## config.mk

```make
export PLATFORM = sky130hd
export DESIGN_NAME = mesh_region_allocator
export DESIGN_NICKNAME = d
export VERILOG_FILES = /design/src/rtl/core/mra_pkg.sv /design/src/rtl/core/mra_datapath.sv /design/src/rtl/core/mra_ctrl.sv /design/src/rtl/core/mesh_region_allocator.sv
export VERILOG_INCLUDE_DIRS = /design/src /design/src/rtl/core
export SDC_FILE = /design/constraint.sdc
export NUM_CORES = 2
export LEC_CHECK = 0
export BUFFER_PORTS_ARGS = -buffer_cell sky130_fd_sc_hd__clkbuf_2
export CAP_MARGIN = 0
export CORE_ASPECT_RATIO = 0.75
export CORE_MARGIN = 3
export CORE_UTILIZATION = 40
export CTS_BUF_LIST = sky130_fd_sc_hd__clkbuf_8
export DETAILED_ROUTE_END_ITERATION = 8
export SETUP_SLACK_MARGIN = 0.2
export SYNTH_ARGS = -nofsm -noshare
export SYNTH_HDL_FRONTEND = slang
export SYNTH_HIERARCHICAL = 1
export SYNTH_SLANG_ARGS = --single-unit
```

## constraint.sdc

```tcl
create_clock -name clk -period 11.1 [get_ports clk]
set_input_delay 1.11 -clock clk [delete_from_list [all_inputs] [get_ports clk]]
set_output_delay 1.11 -clock clk [all_outputs]
set_load 0.01 [all_outputs]
```

## src/rtl/core/assert_macros.svh

```systemverilog
// Assertion macros for the RTL of the region allocator.
// Depends on nothing; each macro turns into nothing when SYNTH is defined.
`ifndef ASSERT_MACROS_SVH
`define ASSERT_MACROS_SVH
`ifndef SYNTH
`define ASSERT_IMPLIES(label, clk, rst, a, b) \
  label: assert property (@(posedge clk) disable iff (rst) (a) |-> (b)) else $error("assertion failed");
`define ASSERT_NEXT(label, clk, rst, a, b) \
  label: assert property (@(posedge clk) disable iff (rst) (a) |=> (b)) else $error("assertion failed");
`else
`define ASSERT_IMPLIES(label, clk, rst, a, b)
`define ASSERT_NEXT(label, clk, rst, a, b)
`endif
`endif

```

## src/rtl/core/mra_pkg.sv

```systemverilog
// Package of the mesh region allocator: payload types and controller/datapath links.
// Depends on nothing.
`default_nettype none
package mra_pkg;
  localparam int unsigned FUNC_ALLOC = 0;
  localparam int unsigned FUNC_RELEASE = 1;

  typedef struct packed {
    logic       func;
    logic [7:0] app_id;
    logic [8:0] task_count;
    logic [2:0] layer_count;
    logic [1:0] first_layer;
    logic [1:0] corner;
  } req_t;

  typedef struct packed {
    logic       found;
    logic [1:0] placed_layer;
    logic [2:0] x_min;
    logic [2:0] x_max;
    logic [2:0] y_min;
    logic [2:0] y_max;
    logic [8:0] cells_freed;
  } rsp_t;

  // controller -> datapath
  typedef struct packed {
    logic load;       // latch request, reset counters
    logic clr_step;   // clearing pass: write zero at sweep address
    logic rel_step;   // release: read cell (pipelined)
    logic pos_start;  // start window at current position
    logic win_step;   // advance window walker
    logic claim;      // claim mode for the window walk
    logic pos_next;   // advance scan position
    logic nofit;      // result: no fit
    logic fit;        // result: placed
    logic relres;     // result: release
  } cmd_t;

  // datapath -> controller
  typedef struct packed {
    logic clr_done;
    logic rel_done;
    logic win_done;   // window walk finished (last element consumed)
    logic win_fit;    // count reached target
    logic pos_last;   // position is last one
    logic bad;        // zero app id, or layers out of range
    logic is_rel;
  } sts_t;
endpackage
`default_nettype wire

```

## src/rtl/core/mra_datapath.sv

```systemverilog
// Datapath of the mesh region allocator: owner memory, scan counters, window walker.
// Depends on mra_pkg.
`default_nettype none
module mra_datapath #(
  parameter int GX = 8,
  parameter int GY = 8,
  parameter int GZ = 4
) (
  input  wire logic          clk,
  input  wire logic          rst,
  input  wire mra_pkg::req_t req,
  input  wire mra_pkg::cmd_t cmd,
  output mra_pkg::sts_t      sts,
  output mra_pkg::rsp_t      rsp
);
  import mra_pkg::*;
  localparam int CELLS = GX * GY * GZ;
  localparam int AW = $clog2(CELLS);
  localparam int XW = (GX > 1) ? $clog2(GX) : 1;
  localparam int YW = (GY > 1) ? $clog2(GY) : 1;
  localparam int ZW = (GZ > 1) ? $clog2(GZ) : 1;
  localparam int CW = $clog2(CELLS + 1);
  localparam int SW = 5;

  function automatic logic dirx_of(input logic [1:0] c);
    dirx_of = (c == 2'd1) || (c == 2'd2);
  endfunction

  logic [7:0] mem [CELLS];
  logic [7:0] rd_data;
  logic [AW-1:0] rd_addr;
  logic [AW-1:0] wr_addr;
  logic [7:0] wr_data;
  logic wr_en;

  req_t r;
  logic [SW-1:0] side;
  logic [XW-1:0] px;
  logic [YW-1:0] py;
  logic [ZW:0]   pk;
  logic [AW:0]   sweep;
  // window walker
  logic [ZW:0]   wz;
  logic [SW-1:0] wdy, wdx;
  logic          rv;        // read in flight
  logic [AW-1:0] ra;
  logic [XW-1:0] rx;
  logic [YW-1:0] ry;
  logic          wgo;
  logic [8:0]    cnt;
  logic [CW-1:0] freed;
  logic [XW-1:0] bx0, bx1;
  logic [YW-1:0] by0, by1;
  logic          fitr, doner;

  logic dirx, diry;
  assign dirx = (r.corner == 2'd1) || (r.corner == 2'd2);
  assign diry = r.corner[1];

  // window element coordinates (signed to clip)
  logic signed [XW+SW+1:0] nx;
  logic signed [YW+SW+1:0] ny;
  logic inb, elast;
  logic [ZW:0] ztop;
  always_comb begin
    ztop = pk + (ZW+1)'(r.layer_count) - 1'b1;
    nx = dirx ? $signed({2'b0, px}) - $signed({2'b0, wdx})
              : $signed({2'b0, px}) + $signed({2'b0, wdx});
    ny = diry ? $signed({2'b0, py}) - $signed({2'b0, wdy})
              : $signed({2'b0, py}) + $signed({2'b0, wdy});
    inb = (nx >= 0) && (nx < GX) && (ny >= 0) && (ny < GY);
    elast = (wz == ztop) && (wdy == side - 1'b1) && (wdx == side - 1'b1);
  end

  // side: least s with s*s*layers >= tasks (s <= 16)
  logic [SW-1:0] side_c;
  always_comb begin
    side_c = SW'(16);
    for (int s = 16; s >= 1; s--) begin
      if (11'(s * s) * 11'(req.layer_count) >= 11'(req.task_count)) side_c = SW'(s);
    end
  end

  logic [AW-1:0] eaddr;
  assign eaddr = AW'(wz) * AW'(GX * GY) + AW'(ny[YW-1:0]) * AW'(GX) + AW'(nx[XW-1:0]);

  always_ff @(posedge clk) begin
    rd_data <= mem[rd_addr];
    if (wr_en) mem[wr_addr] <= wr_data;
  end

  // release hit on the cell read back this cycle
  logic          rel_hit;
  logic [CW-1:0] freed_sum;
  assign rel_hit = rv && r.func && (r.app_id != 8'd0) && (rd_data == r.app_id);
  assign freed_sum = freed + CW'(rel_hit);

  logic cnt_inc;
  always_comb begin
    rd_addr = cmd.rel_step ? sweep[AW-1:0] : eaddr;
    wr_en = 1'b0;
    wr_addr = ra;
    wr_data = 8'd0;
    cnt_inc = rv && (rd_data == 8'd0) && !fitr;
    if (cmd.clr_step) begin
      wr_en = 1'b1; wr_addr = sweep[AW-1:0];
    end else if (rel_hit) begin
      wr_en = 1'b1;
    end else if (rv && !r.func && cmd.claim && cnt_inc && cnt < r.task_count) begin
      wr_en = 1'b1; wr_data = r.app_id;
    end
  end

  rsp_t rsp_next;
  always_comb begin
    rsp_next = '0;
    if (cmd.fit) begin
      rsp_next.found = 1'b1;
      rsp_next.placed_layer = 2'(pk);
      if (r.task_count != 9'd0) begin
        rsp_next.x_min = 3'(bx0); rsp_next.x_max = 3'(bx1);
        rsp_next.y_min = 3'(by0); rsp_next.y_max = 3'(by1);
      end
    end else if (cmd.relres) begin
      rsp_next.found = 1'b1;
      rsp_next.cells_freed = (freed_sum > CW'(511)) ? 9'd511 : 9'(freed_sum);
    end
  end

  always_ff @(posedge clk) begin
    if (rst) begin
      sweep <= '0; rv <= 1'b0; wgo <= 1'b0; doner <= 1'b0; fitr <= 1'b0;
    end else begin
      rv <= cmd.rel_step || (!cmd.pos_start && wgo && cmd.win_step && inb);
      if (cmd.load) begin
        r <= req; side <= side_c; sweep <= '0; freed <= '0;
        pk <= (ZW+1)'(req.first_layer);
        px <= dirx_of(req.corner) ? XW'(GX - 1) : '0;
        py <= req.corner[1] ? YW'(GY - 1) : '0;
        doner <= 1'b0;
      end
      if (cmd.clr_step) sweep <= sweep + 1'b1;
      if (cmd.rel_step) begin
        sweep <= sweep + 1'b1; ra <= sweep[AW-1:0];
      end
      if (rel_hit) freed <= freed + 1'b1;
      if (cmd.pos_start) begin
        wz <= pk; wdy <= '0; wdx <= '0; wgo <= 1'b1; cnt <= '0; doner <= 1'b0;
        fitr <= (r.task_count == 9'd0);
      end else if (wgo && cmd.win_step) begin
        if (inb) begin
          ra <= eaddr; rx <= nx[XW-1:0]; ry <= ny[YW-1:0];
        end
        if (elast) wgo <= 1'b0;
        if (wdx == side - 1'b1) begin
          wdx <= '0;
          if (wdy == side - 1'b1) begin wdy <= '0; wz <= wz + 1'b1; end
          else wdy <= wdy + 1'b1;
        end else wdx <= wdx + 1'b1;
      end
      if (rv && !r.func && cnt_inc) begin
        cnt <= cnt + 1'b1;
        if (cmd.claim) begin
          if (cnt == 9'd0) begin bx0 <= rx; bx1 <= rx; by0 <= ry; by1 <= ry; end
          else begin
            if (rx < bx0) bx0 <= rx;
            if (rx > bx1) bx1 <= rx;
            if (ry < by0) by0 <= ry;
            if (ry > by1) by1 <= ry;
          end
        end
        if (cnt + 1'b1 >= r.task_count) fitr <= 1'b1;
      end
      if (!wgo && !rv && !cmd.pos_start && !cmd.load) doner <= 1'b1;
      if (cmd.pos_next) begin
        if ((dirx && px == '0) || (!dirx && px == XW'(GX - 1))) begin
          px <= dirx ? XW'(GX - 1) : '0;
          if ((diry && py == '0) || (!diry && py == YW'(GY - 1))) begin
            py <= diry ? YW'(GY - 1) : '0; pk <= pk + 1'b1;
          end else py <= diry ? py - 1'b1 : py + 1'b1;
        end else px <= dirx ? px - 1'b1 : px + 1'b1;
      end
      if (cmd.fit || cmd.nofit || cmd.relres) rsp <= rsp_next;
    end
  end

  always_comb begin
    sts.clr_done = (sweep == (AW+1)'(CELLS - 1));
    sts.rel_done = (sweep == (AW+1)'(CELLS - 1));
    sts.win_done = doner;
    sts.win_fit  = fitr;
    sts.pos_last = (pk == (ZW+1)'(GZ) - (ZW+1)'(r.layer_count)) &&
                   ((dirx && px == '0) || (!dirx && px == XW'(GX - 1))) &&
                   ((diry && py == '0) || (!diry && py == YW'(GY - 1)));
    sts.bad = (r.app_id == 8'd0) || (r.layer_count == 3'd0) ||
              (32'(r.layer_count) > GZ) ||
              (32'(r.first_layer) + 32'(r.layer_count) > GZ);
    sts.is_rel = r.func;
  end
endmodule
`default_nettype wire

```

## src/rtl/core/mra_ctrl.sv

```systemverilog
// Controller of the mesh region allocator: sequences clearing, release and scan.
// Depends on mra_pkg.
`default_nettype none
module mra_ctrl (
  input  wire logic          clk,
  input  wire logic          rst,
  input  wire logic          in_valid,
  output logic               in_stall,
  output logic               out_valid,
  input  wire logic          out_stall,
  input  wire mra_pkg::sts_t sts,
  output mra_pkg::cmd_t      cmd,
  output logic               busy
);
  import mra_pkg::*;
  typedef enum logic [8:0] {
    S_CLR   = 9'b000000001,
    S_IDLE  = 9'b000000010,
    S_DEC   = 9'b000000100,
    S_REL   = 9'b000001000,
    S_RWAIT = 9'b000010000,
    S_CNT   = 9'b000100000,
    S_CLAIM = 9'b001000000,
    S_RES   = 9'b010000000,
    S_OUT   = 9'b100000000
  } state_t;
  state_t state, state_next;
  logic ov_next;

  always_comb begin
    cmd = '0;
    state_next = state;
    ov_next = out_valid && out_stall;
    in_stall = !(state == S_IDLE) || (out_valid && out_stall);
    unique case (state)
      S_CLR: begin
        cmd.clr_step = 1'b1;
        if (sts.clr_done) state_next = S_IDLE;
      end
      S_IDLE: begin
        if (!in_stall && in_valid) begin cmd.load = 1'b1; state_next = S_DEC; end
      end
      S_DEC: begin
        if (sts.is_rel) state_next = S_REL;
        else if (sts.bad) begin cmd.nofit = 1'b1; state_next = S_OUT; end
        else begin cmd.pos_start = 1'b1; state_next = S_CNT; end
      end
      S_REL: begin
        cmd.rel_step = 1'b1;
        if (sts.rel_done) state_next = S_RWAIT;
      end
      S_RWAIT: begin
        cmd.relres = 1'b1; state_next = S_OUT;
      end
      S_CNT: begin
        cmd.win_step = 1'b1;
        if (sts.win_done) begin
          if (sts.win_fit) begin
            cmd.pos_start = 1'b1; state_next = S_CLAIM;
          end else if (sts.pos_last) begin
            cmd.nofit = 1'b1; state_next = S_OUT;
          end else begin
            cmd.pos_next = 1'b1; state_next = S_RES;
          end
        end
      end
      S_RES: begin
        cmd.pos_start = 1'b1; state_next = S_CNT;
      end
      S_CLAIM: begin
        cmd.win_step = 1'b1; cmd.claim = 1'b1;
        if (sts.win_done) begin cmd.fit = 1'b1; state_next = S_OUT; end
      end
      S_OUT: begin
        ov_next = 1'b1; state_next = S_IDLE;
      end
      default: state_next = S_IDLE;
    endcase
  end

  always_ff @(posedge clk) begin
    if (rst) begin
      state <= S_CLR; out_valid <= 1'b0;
    end else begin
      state <= state_next; out_valid <= ov_next;
    end
  end

  assign busy = (state != S_IDLE);
endmodule
`default_nettype wire

```

## src/rtl/core/mesh_region_allocator.sv

```systemverilog
// Top level of the mesh region allocator: joins controller and datapath.
// Depends on mra_pkg, mra_ctrl, mra_datapath and assert_macros.svh.
`default_nettype none
// Keeps an 8-bit owner per core of a GRID_X by GRID_Y by GRID_Z mesh in one
// memory with one read port and one write port. After reset a clearing pass
// zeroes the memory, during which no request is taken. A release sweeps every
// cell once. An allocate walks scan positions; at each, the window walker reads
// one window element per cycle, then waits for the last read and the done flag
// before the next position restarts, and the scan ends at the last position.
// The fitting window is walked a second time to claim cells. One request is in
// work at a time; its result sits in an output register until transferred, and
// the next request waits for that.
module mesh_region_allocator #(
  parameter int GRID_X = 8,
  parameter int GRID_Y = 8,
  parameter int GRID_Z = 4
) (
  input  wire logic          clk,
  input  wire logic          rst,
  input  wire logic          in_valid,
  output logic               in_stall,
  input  wire mra_pkg::req_t in_data,
  output logic               out_valid,
  input  wire logic          out_stall,
  output mra_pkg::rsp_t      out_data
);
  import mra_pkg::*;
  `include "assert_macros.svh"
  cmd_t cmd;
  sts_t sts;
  logic busy;

  mra_ctrl u_ctrl (
    .clk, .rst, .in_valid, .in_stall, .out_valid, .out_stall,
    .sts, .cmd, .busy
  );

  mra_datapath #(.GX(GRID_X), .GY(GRID_Y), .GZ(GRID_Z)) u_dp (
    .clk, .rst, .req(in_data), .cmd, .sts, .rsp(out_data)
  );

  // hold intake while a result waits
  `ASSERT_IMPLIES(a_no_take_while_out, clk, rst, out_valid && out_stall, in_stall)
  // a taken request leaves the block busy
  `ASSERT_NEXT(a_busy_after_take, clk, rst, in_valid && !in_stall, busy)
  // claim and release never run together
  `ASSERT_IMPLIES(a_excl, clk, rst, cmd.claim, !cmd.rel_step)
endmodule
`default_nettype wire
```

Yosys cells after proc, flatten, opt, wreduce, memory -nomap -nowiden:

Memory sizes are Yosys's and may differ from the RTL's. A register that Yosys moved wholly into a read port is not among the register bits.
Cells that the tools add are included.

* latch bits: 0
* memories kept: 1
* bits in writable memories: 2048
* logic and storage cells: 339
* register bits: 143
* output and inout port bits: 26
* bits in read-only memories: 0

Memories
* u_dp.mem: depth 256, width 8, read ports 1, clocked after Yosys merged registers in 1, wr ports 1, RTL line mra_datapath.sv:29 `logic [7:0] mem [CELLS];`

* multiply operators: 11
* mux-type cells: 114
* bitwise operators: 3
* $add $sub $neg: 23
* order comparisons: 28
* divide/modulo/power cells: 0
* shift operators: 0
* eq/ne operators: 26
* reductions and logical operators: 94

Operators with widths (number)
* 9-bit two-way mux: 16
* 3-bit two-way mux: 33
* 8-bit two-way mux: 9
* 9-bit one-hot mux with 8 select lines: 1
* 11-bit by 9-bit greater-or-equal comparator with 1-bit output: 4
* 9-bit greater-or-equal comparator: 4
* 1-bit two-way mux: 34
* 32-bit by 3-bit greater-than comparator with 1-bit output (second input constant): 1
* 10-bit by 9-bit greater-or-equal comparator with 1-bit output: 3
* 1-bit logical AND: 30
* 5-bit two-way mux: 6
* 4-bit two-way mux: 7
* 9-bit by 1-bit adder with 9-bit output (second input constant): 3
* 4-bit AND reduction: 6
* 8-bit by 3-bit multiplier with 11-bit output (first input constant): 2
* 2-bit nonzero test: 11
* 4-bit by 3-bit multiplier with 7-bit output (first input constant): 3
* 10-bit by 1-bit greater-or-equal comparator with 1-bit output (second input constant): 2
* 10-bit by 5-bit less-than comparator with 1-bit output (second input constant): 2
* 7-bit by 3-bit multiplier with 10-bit output (first input constant): 2
* 10-bit two-way mux: 2
* 9-bit by 8-bit equality test with 1-bit output (second input constant): 2
* 7-bit by 9-bit greater-or-equal comparator with 1-bit output: 2
* 9-bit zero test: 2
* 56 further kinds: 112

Longest topological paths before layout:

* word-level depth: 16
* mapped depth: 21
* depth with buffers taken out: 15

Modules after synthesis:

Netlist, hierarchy kept.

Modules (own cells, without submodules)
* mra_datapath: cells each 4885, instances 1, area each 89203.1 µm², sequential area each 65522.8 µm²
* mra_ctrl: cells each 95, instances 1, area each 696.9 µm², sequential area each 200.2 µm²

Worst setup path before layout:

Ideal clock, no wire load.

* path type: flip-flop to flip-flop
* start point: register u_dp.cnt[1]
* end point: memory u_dp.mem[0][0], data pin
* arrival: 8.239 ns
* slack: 1.468 ns
* library setup time: 1.393 ns
* clock period less this slack: 9.632 ns
* stages on the path, launching flop included: 12
* cell sequence: edfxtp_1 ha_1 nor2b_1 o21a_1 o21a_1 o21a_1 o21a_1 o21a_1 o21a_1 o21ai_0 nand4b_1 nor2_1

* word-level cells in the longest chain between the ends: 5

Ends and longest elaborated chain
* start: declaration: RTL line mra_datapath.sv:50 `logic [8:0] cnt;`
* start signal: assignment: RTL line mra_datapath.sv:162 `cnt <= cnt + 1'b1;`
* 9-bit less-than comparator: RTL line mra_datapath.sv:109 `end else if (rv && !r.func && cmd.claim && cnt_inc && cnt < r.task_count) begin`
* 1-bit logical AND: RTL line mra_datapath.sv:109
* 8-bit two-way mux: RTL line mra_datapath.sv:109
* 8-bit two-way mux: RTL line mra_datapath.sv:107 `end else if (rel_hit) begin`
* 8-bit two-way mux: RTL line mra_datapath.sv:105 `if (cmd.clr_step) begin`
* via u_dp.wr_data[0]: RTL line mra_datapath.sv:33 `logic [7:0] wr_data;`
* end: declaration: RTL line mra_datapath.sv:29

The timed path passes the listed nets, and every way through them passes these cells.

==> results <==
- In this run the critical register-to-register path is captured at u_dp/rd_data[4]$_DFF_P_.
- At the end of routability-driven placement, the weighted congestion stood at approximately 0.9.
- Headroom to the max-slew limit came out at under 10%.
- In the final layout, flip-flops and latches occupy roughly 66000 sq um.
- Buffers inserted during clock tree synthesis total around 330.
- After detailed placement, the design holds a cell count of around 8000.
- The count of nets left with antenna violations once routing finished came out at 0.
- The count of buffers from port buffering is 54.
- TritonCTS built the clock tree.
- The number of slew-limit violations in the final report is 0.
- The largest net degree at the start of global routing is about 210.
- Dividing the detail-routed wire length by the instance count gives 30.8 um.
- Setup violations remaining at the end of the flow were counted as 0.
- Leaving out fill and tap cells, the most frequent cells in the layout are sky130_fd_sc_hd__edfxtp_1 (2168), sky130_fd_sc_hd__mux4_2 (482), sky130_fd_sc_hd__nand2_1 (431).
- The share of the clock period used by the worst path is approximately 58%.
- The critical path arrival is ~7.2 ns.
- The end point of the most critical hold path is u_dp/sts[0]$_DFFE_PP_.
- The root buffer cell chosen for the clock tree is sky130_fd_sc_hd__clkbuf_8.
- The depth of the worst register-to-register path is 14.
- STA puts the critical path data required time at ~12 ns.
- The multi-input combinational cells in the finished layout cover a total of 22700 sq um.
- The region available for standard cell placement spans around 220000 sq um.
- The hold violation count in the final report was 0.
- Excluding fillers, the count of instances in the completed layout stands at between 8000 and 9000.
- OpenSTA, run right after detailed placement, puts the worst setup slack at approximately 4.9 ns.
- The number of design-rule violations left by the first detailed-router iteration is approximately 6800.
- After the last flow step, the layout net total stands at ~5400.
- The setup slack after layout is 4.67 ns.
- After detailed routing, the number of remaining DRC violations is 0.
- The first detailed-routing pass ran for 6 iterations.
- The die is between 500 and 600 um wide.
- Counting instances, the worst hold path has a depth of 1.
- The number of fill cells is 19154.
- Once the floorplan was initialized, standard cells occupied between 40 and 50% of the core.
- The setup total negative slack is 0 ns.
- The die covers between 200000 and 250000 sq um.
- In this run the deepest clock path goes through 4 buffers.
- In the synthesized netlist the dominant register cell turns out to be sky130_fd_sc_hd__edfxtp_1.
- The tool flagged a number of max-cap violations equal to 0.
- Of all nets on the critical path, the largest fanout is 98.
- From synthesis to final layout, the design area changed by 11.2%.
- After clock tree synthesis, the clock-pin slew on the worst setup and hold paths is 0.06 ns.
- In this run the most critical hold path is launched from in_data[24].
- The category of the worst setup path launch point is a register.
- The number of flip-flops and latches in the synthesized netlist is approximately 2200.
- The overall power after layout is about 16 mW.
- The mean area per synthesized cell is 18.1 sq um.
- The largest voltage drop on the vdd net is 0.109 mV.
- The setup clock skew after layout is 0.0617 ns.
- In this run the register-to-register setup slack is between 4 and 5 ns.
- For this design, the CTS-stage hold fixing added 0 buffers.
- The number of antenna violations at the first check in global routing was 8.
- STA classifies the critical path endpoint as a register.
- The row count is 150.
- At the later pin of the worst-skew pair, clock insertion delay measures 0.95 ns.
- The count of different cell masters after synthesis is between 80 and 90.
- The number of clock sinks is approximately 2200.
- The remaining global-route overflow is 0.
- Summed over all cells, the static leakage comes to around 28 nW.
- The final route contains slightly above 50000 vias.
- During I/O placement, the number of pins put on the boundary was 55.
- Post-CTS timing repair inserted 0 buffers for setup.
- After synthesis, the share of flip-flops with an asynchronous set or reset is 0%.
- Detailed placement ended at an HPWL of roughly 160 mm.
- The total track usage is 22.2%.
- Yosys mapped a number of flops with a built-in enable equal to ~2200.
- The final cell utilization of the core is between 40 and 50%.
- The most common library cell in the layout ignoring fill and taps is sky130_fd_sc_hd__edfxtp_1.
- The H-tree was split into 5 levels.
- The actual transition at the worst max-transition pin is 1.36 ns.
- The number of resized instances in the post-cts repair step is 0.
- Sequential cells were found to cover 73.1% of the synthesized design area.
- The detailed-route wire length is about 260 mm.
- The critical path in this run is classified as reg -> reg.
- The startpoint identified for the worst register-to-register timing path is u_ctrl/state[4]$_SDFFE_PP0P_.
- The power density over the cells is approximately 160 nW/um^2.
- The number of warnings reported in the yosys synthesis log is 6.
- Of the cells placed in the final design, the portion with a size suffix greater than 1 is roughly a fifth.
- Setup repair after global routing left no endpoint under its margin.
- Counting every net in the synthesized netlist gives roughly 5100.
- From bottom edge to top edge, the die measures between 400 and 500 um.
- Static timing analysis puts the maximum clock frequency at 0.155 GHz.
- The number of vias per cell after detailed routing is about 6.
- The area of the mapped netlist is approximately 90000 sq um.
- The flow ran to the end, and the final reports show no timing, DRC or antenna violations.
- The final critical-path required period is roughly 6.4 ns.
- The worst min-delay path class is in -> reg.
- The cell count after synthesis came out at approximately 5000.
- The number of global-route vias before repair is ~49000.
- The wire length of the first global-routing pass is between 300 and 400 mm.
## worst max path at each step
| stage | startpoint | end | cells past startpoint |
|---|---|---|---|
| after floorplan | u_dp/cnt[1]$_SDFFCE_PN0P_ | u_dp/mem[0][0]$_DFFE_PP_ | 11 |
| after global placement | u_ctrl/state[4]$_SDFFE_PP0P_ | u_dp/rd_data[4]$_DFF_P_ | 14 |
| after detailed placement | u_ctrl/state[4]$_SDFFE_PP0P_ | u_dp/rd_data[4]$_DFF_P_ | 14 |
| after CTS | u_ctrl/state[4]$_SDFFE_PP0P_ | u_dp/rd_data[4]$_DFF_P_ | 14 |
| after global routing | u_ctrl/state[4]$_SDFFE_PP0P_ | u_dp/rd_data[4]$_DFF_P_ | 14 |
| final | u_ctrl/state[4]$_SDFFE_PP0P_ | u_dp/rd_data[4]$_DFF_P_ | 14 |
## registers in the layout (all words and copies together) (netlist names), 3 cells and up
name,cells
u_ctrl/state,9
u_dp/bx0,3
u_dp/bx1,3
u_dp/by0,3
u_dp/by1,3
u_dp/cnt,9
u_dp/freed,9
u_dp/mem,2048
u_dp/pk,3
u_dp/px,3
u_dp/py,3
u_dp/r,23
u_dp/ra,8
u_dp/rd_data,8
u_dp/rsp,24
u_dp/rx,3
u_dp/ry,3
u_dp/side,5
u_dp/sweep,9
u_dp/wdx,5
u_dp/wdy,5
u_dp/wz,3
## cells in the mapped netlist (all sizes together) (8+ instances only)
master	number	area share, %
a2111oi	8	0.079
a211oi	14	0.12
a21o	20	0.17
a21oi	124	0.69
a221oi	12	0.12
a22o	10	0.097
a22oi	16	0.13
a311oi	14	0.14
a31oi	58	0.40
a32oi	10	0.097
and2	18	0.13
and3	36	0.25
buf	172	1.2
clkbuf	86	0.36
dfxtp	31	0.69
edfxtp	2168	72
fa	11	0.24
ha	119	1.7
inv	101	0.42
mux2i	67	0.76
mux4	482	12
nand2	432	1.8
nand2b	12	0.084
nand3	125	0.70
nand4	17	0.12
nor2	333	1.4
nor2b	12	0.084
nor3	113	0.63
nor3b	8	0.067
nor4	20	0.14
o21a	15	0.13
o21ai	80	0.45
o221ai	13	0.13
o22ai	51	0.35
o31ai	9	0.075
or3	11	0.077
or4	11	0.092
xnor2	41	0.41
xor2	24	0.23
## power by group
part / switching [mW] / internal, mW / leakage (nW)
Clock: 3.13 / 3.00 / 3.37
Sequential: 0.0353 / 9.05 / 15.7
Combinational: 0.535 / 0.162 / 8.73
Total: 3.70 / 12.2 / 27.8
## critical path, cell delays in order (launching register included)
cell	delay [ns]
sky130_fd_sc_hd__dfxtp_1	0.39
sky130_fd_sc_hd__nor3_1	0.46
sky130_fd_sc_hd__nand2_1	0.29
sky130_fd_sc_hd__nor3_2	0.21
sky130_fd_sc_hd__buf_4	0.32
sky130_fd_sc_hd__inv_2	0.30
sky130_fd_sc_hd__mux2_8	0.83
sky130_fd_sc_hd__buf_12	0.61
sky130_fd_sc_hd__nand2_1	0.79
sky130_fd_sc_hd__o22ai_1	0.61
sky130_fd_sc_hd__a21oi_1	0.12
sky130_fd_sc_hd__a21oi_1	0.39
sky130_fd_sc_hd__a21oi_1	0.22
sky130_fd_sc_hd__o21ai_0	0.48
sky130_fd_sc_hd__o41ai_1	0.17
## per-stage QoR
step / cell area, sq um / hold slack [ns]
finish: 100000 / 0.344
global route: 100000 / 0.299
CTS: 100000 / 0.261
floorplan: 89900 / 0.445
detailed placement: 94100 / 0.480
global placement: 94100 / 0.474
## metal layers
layer	part of all wire [%]	vias to the layer above	wire (um)	track usage (%)
met5	0.0077	-	20	0
met4	3.2	2	8450	6.99
met3	12	457	31800	6.73
met2	42	2939	110000	30.9
met1	42	26651	111000	33.3
li1	-	20575	-	-
## cell type report
type | count | area share [%]
Tap cell | 2964 | 3.71
Clock inverter | 230 | 1.24
Inverter | 101 | 0.379
Clock buffer | 334 | 4.60
Antenna cell | 5 | 0.0125
Timing Repair Buffer | 220 | 1.65
Multi-Input combinational cell | 2422 | 22.7
Sequential cell | 2199 | 65.7
## cells by family after synthesis
group / Yosys count / synth area share [%]
compound gates: 501 / 3.63
mux: 555 / 12.9
xor+xnor: 65 / 0.642
flops: 2199 / 73.1
buf+inv: 359 / 2.03
fa+ha+maj: 130 / 1.90
simple gates: 1171 / 5.77
Power figures use the tool's default switching activity.
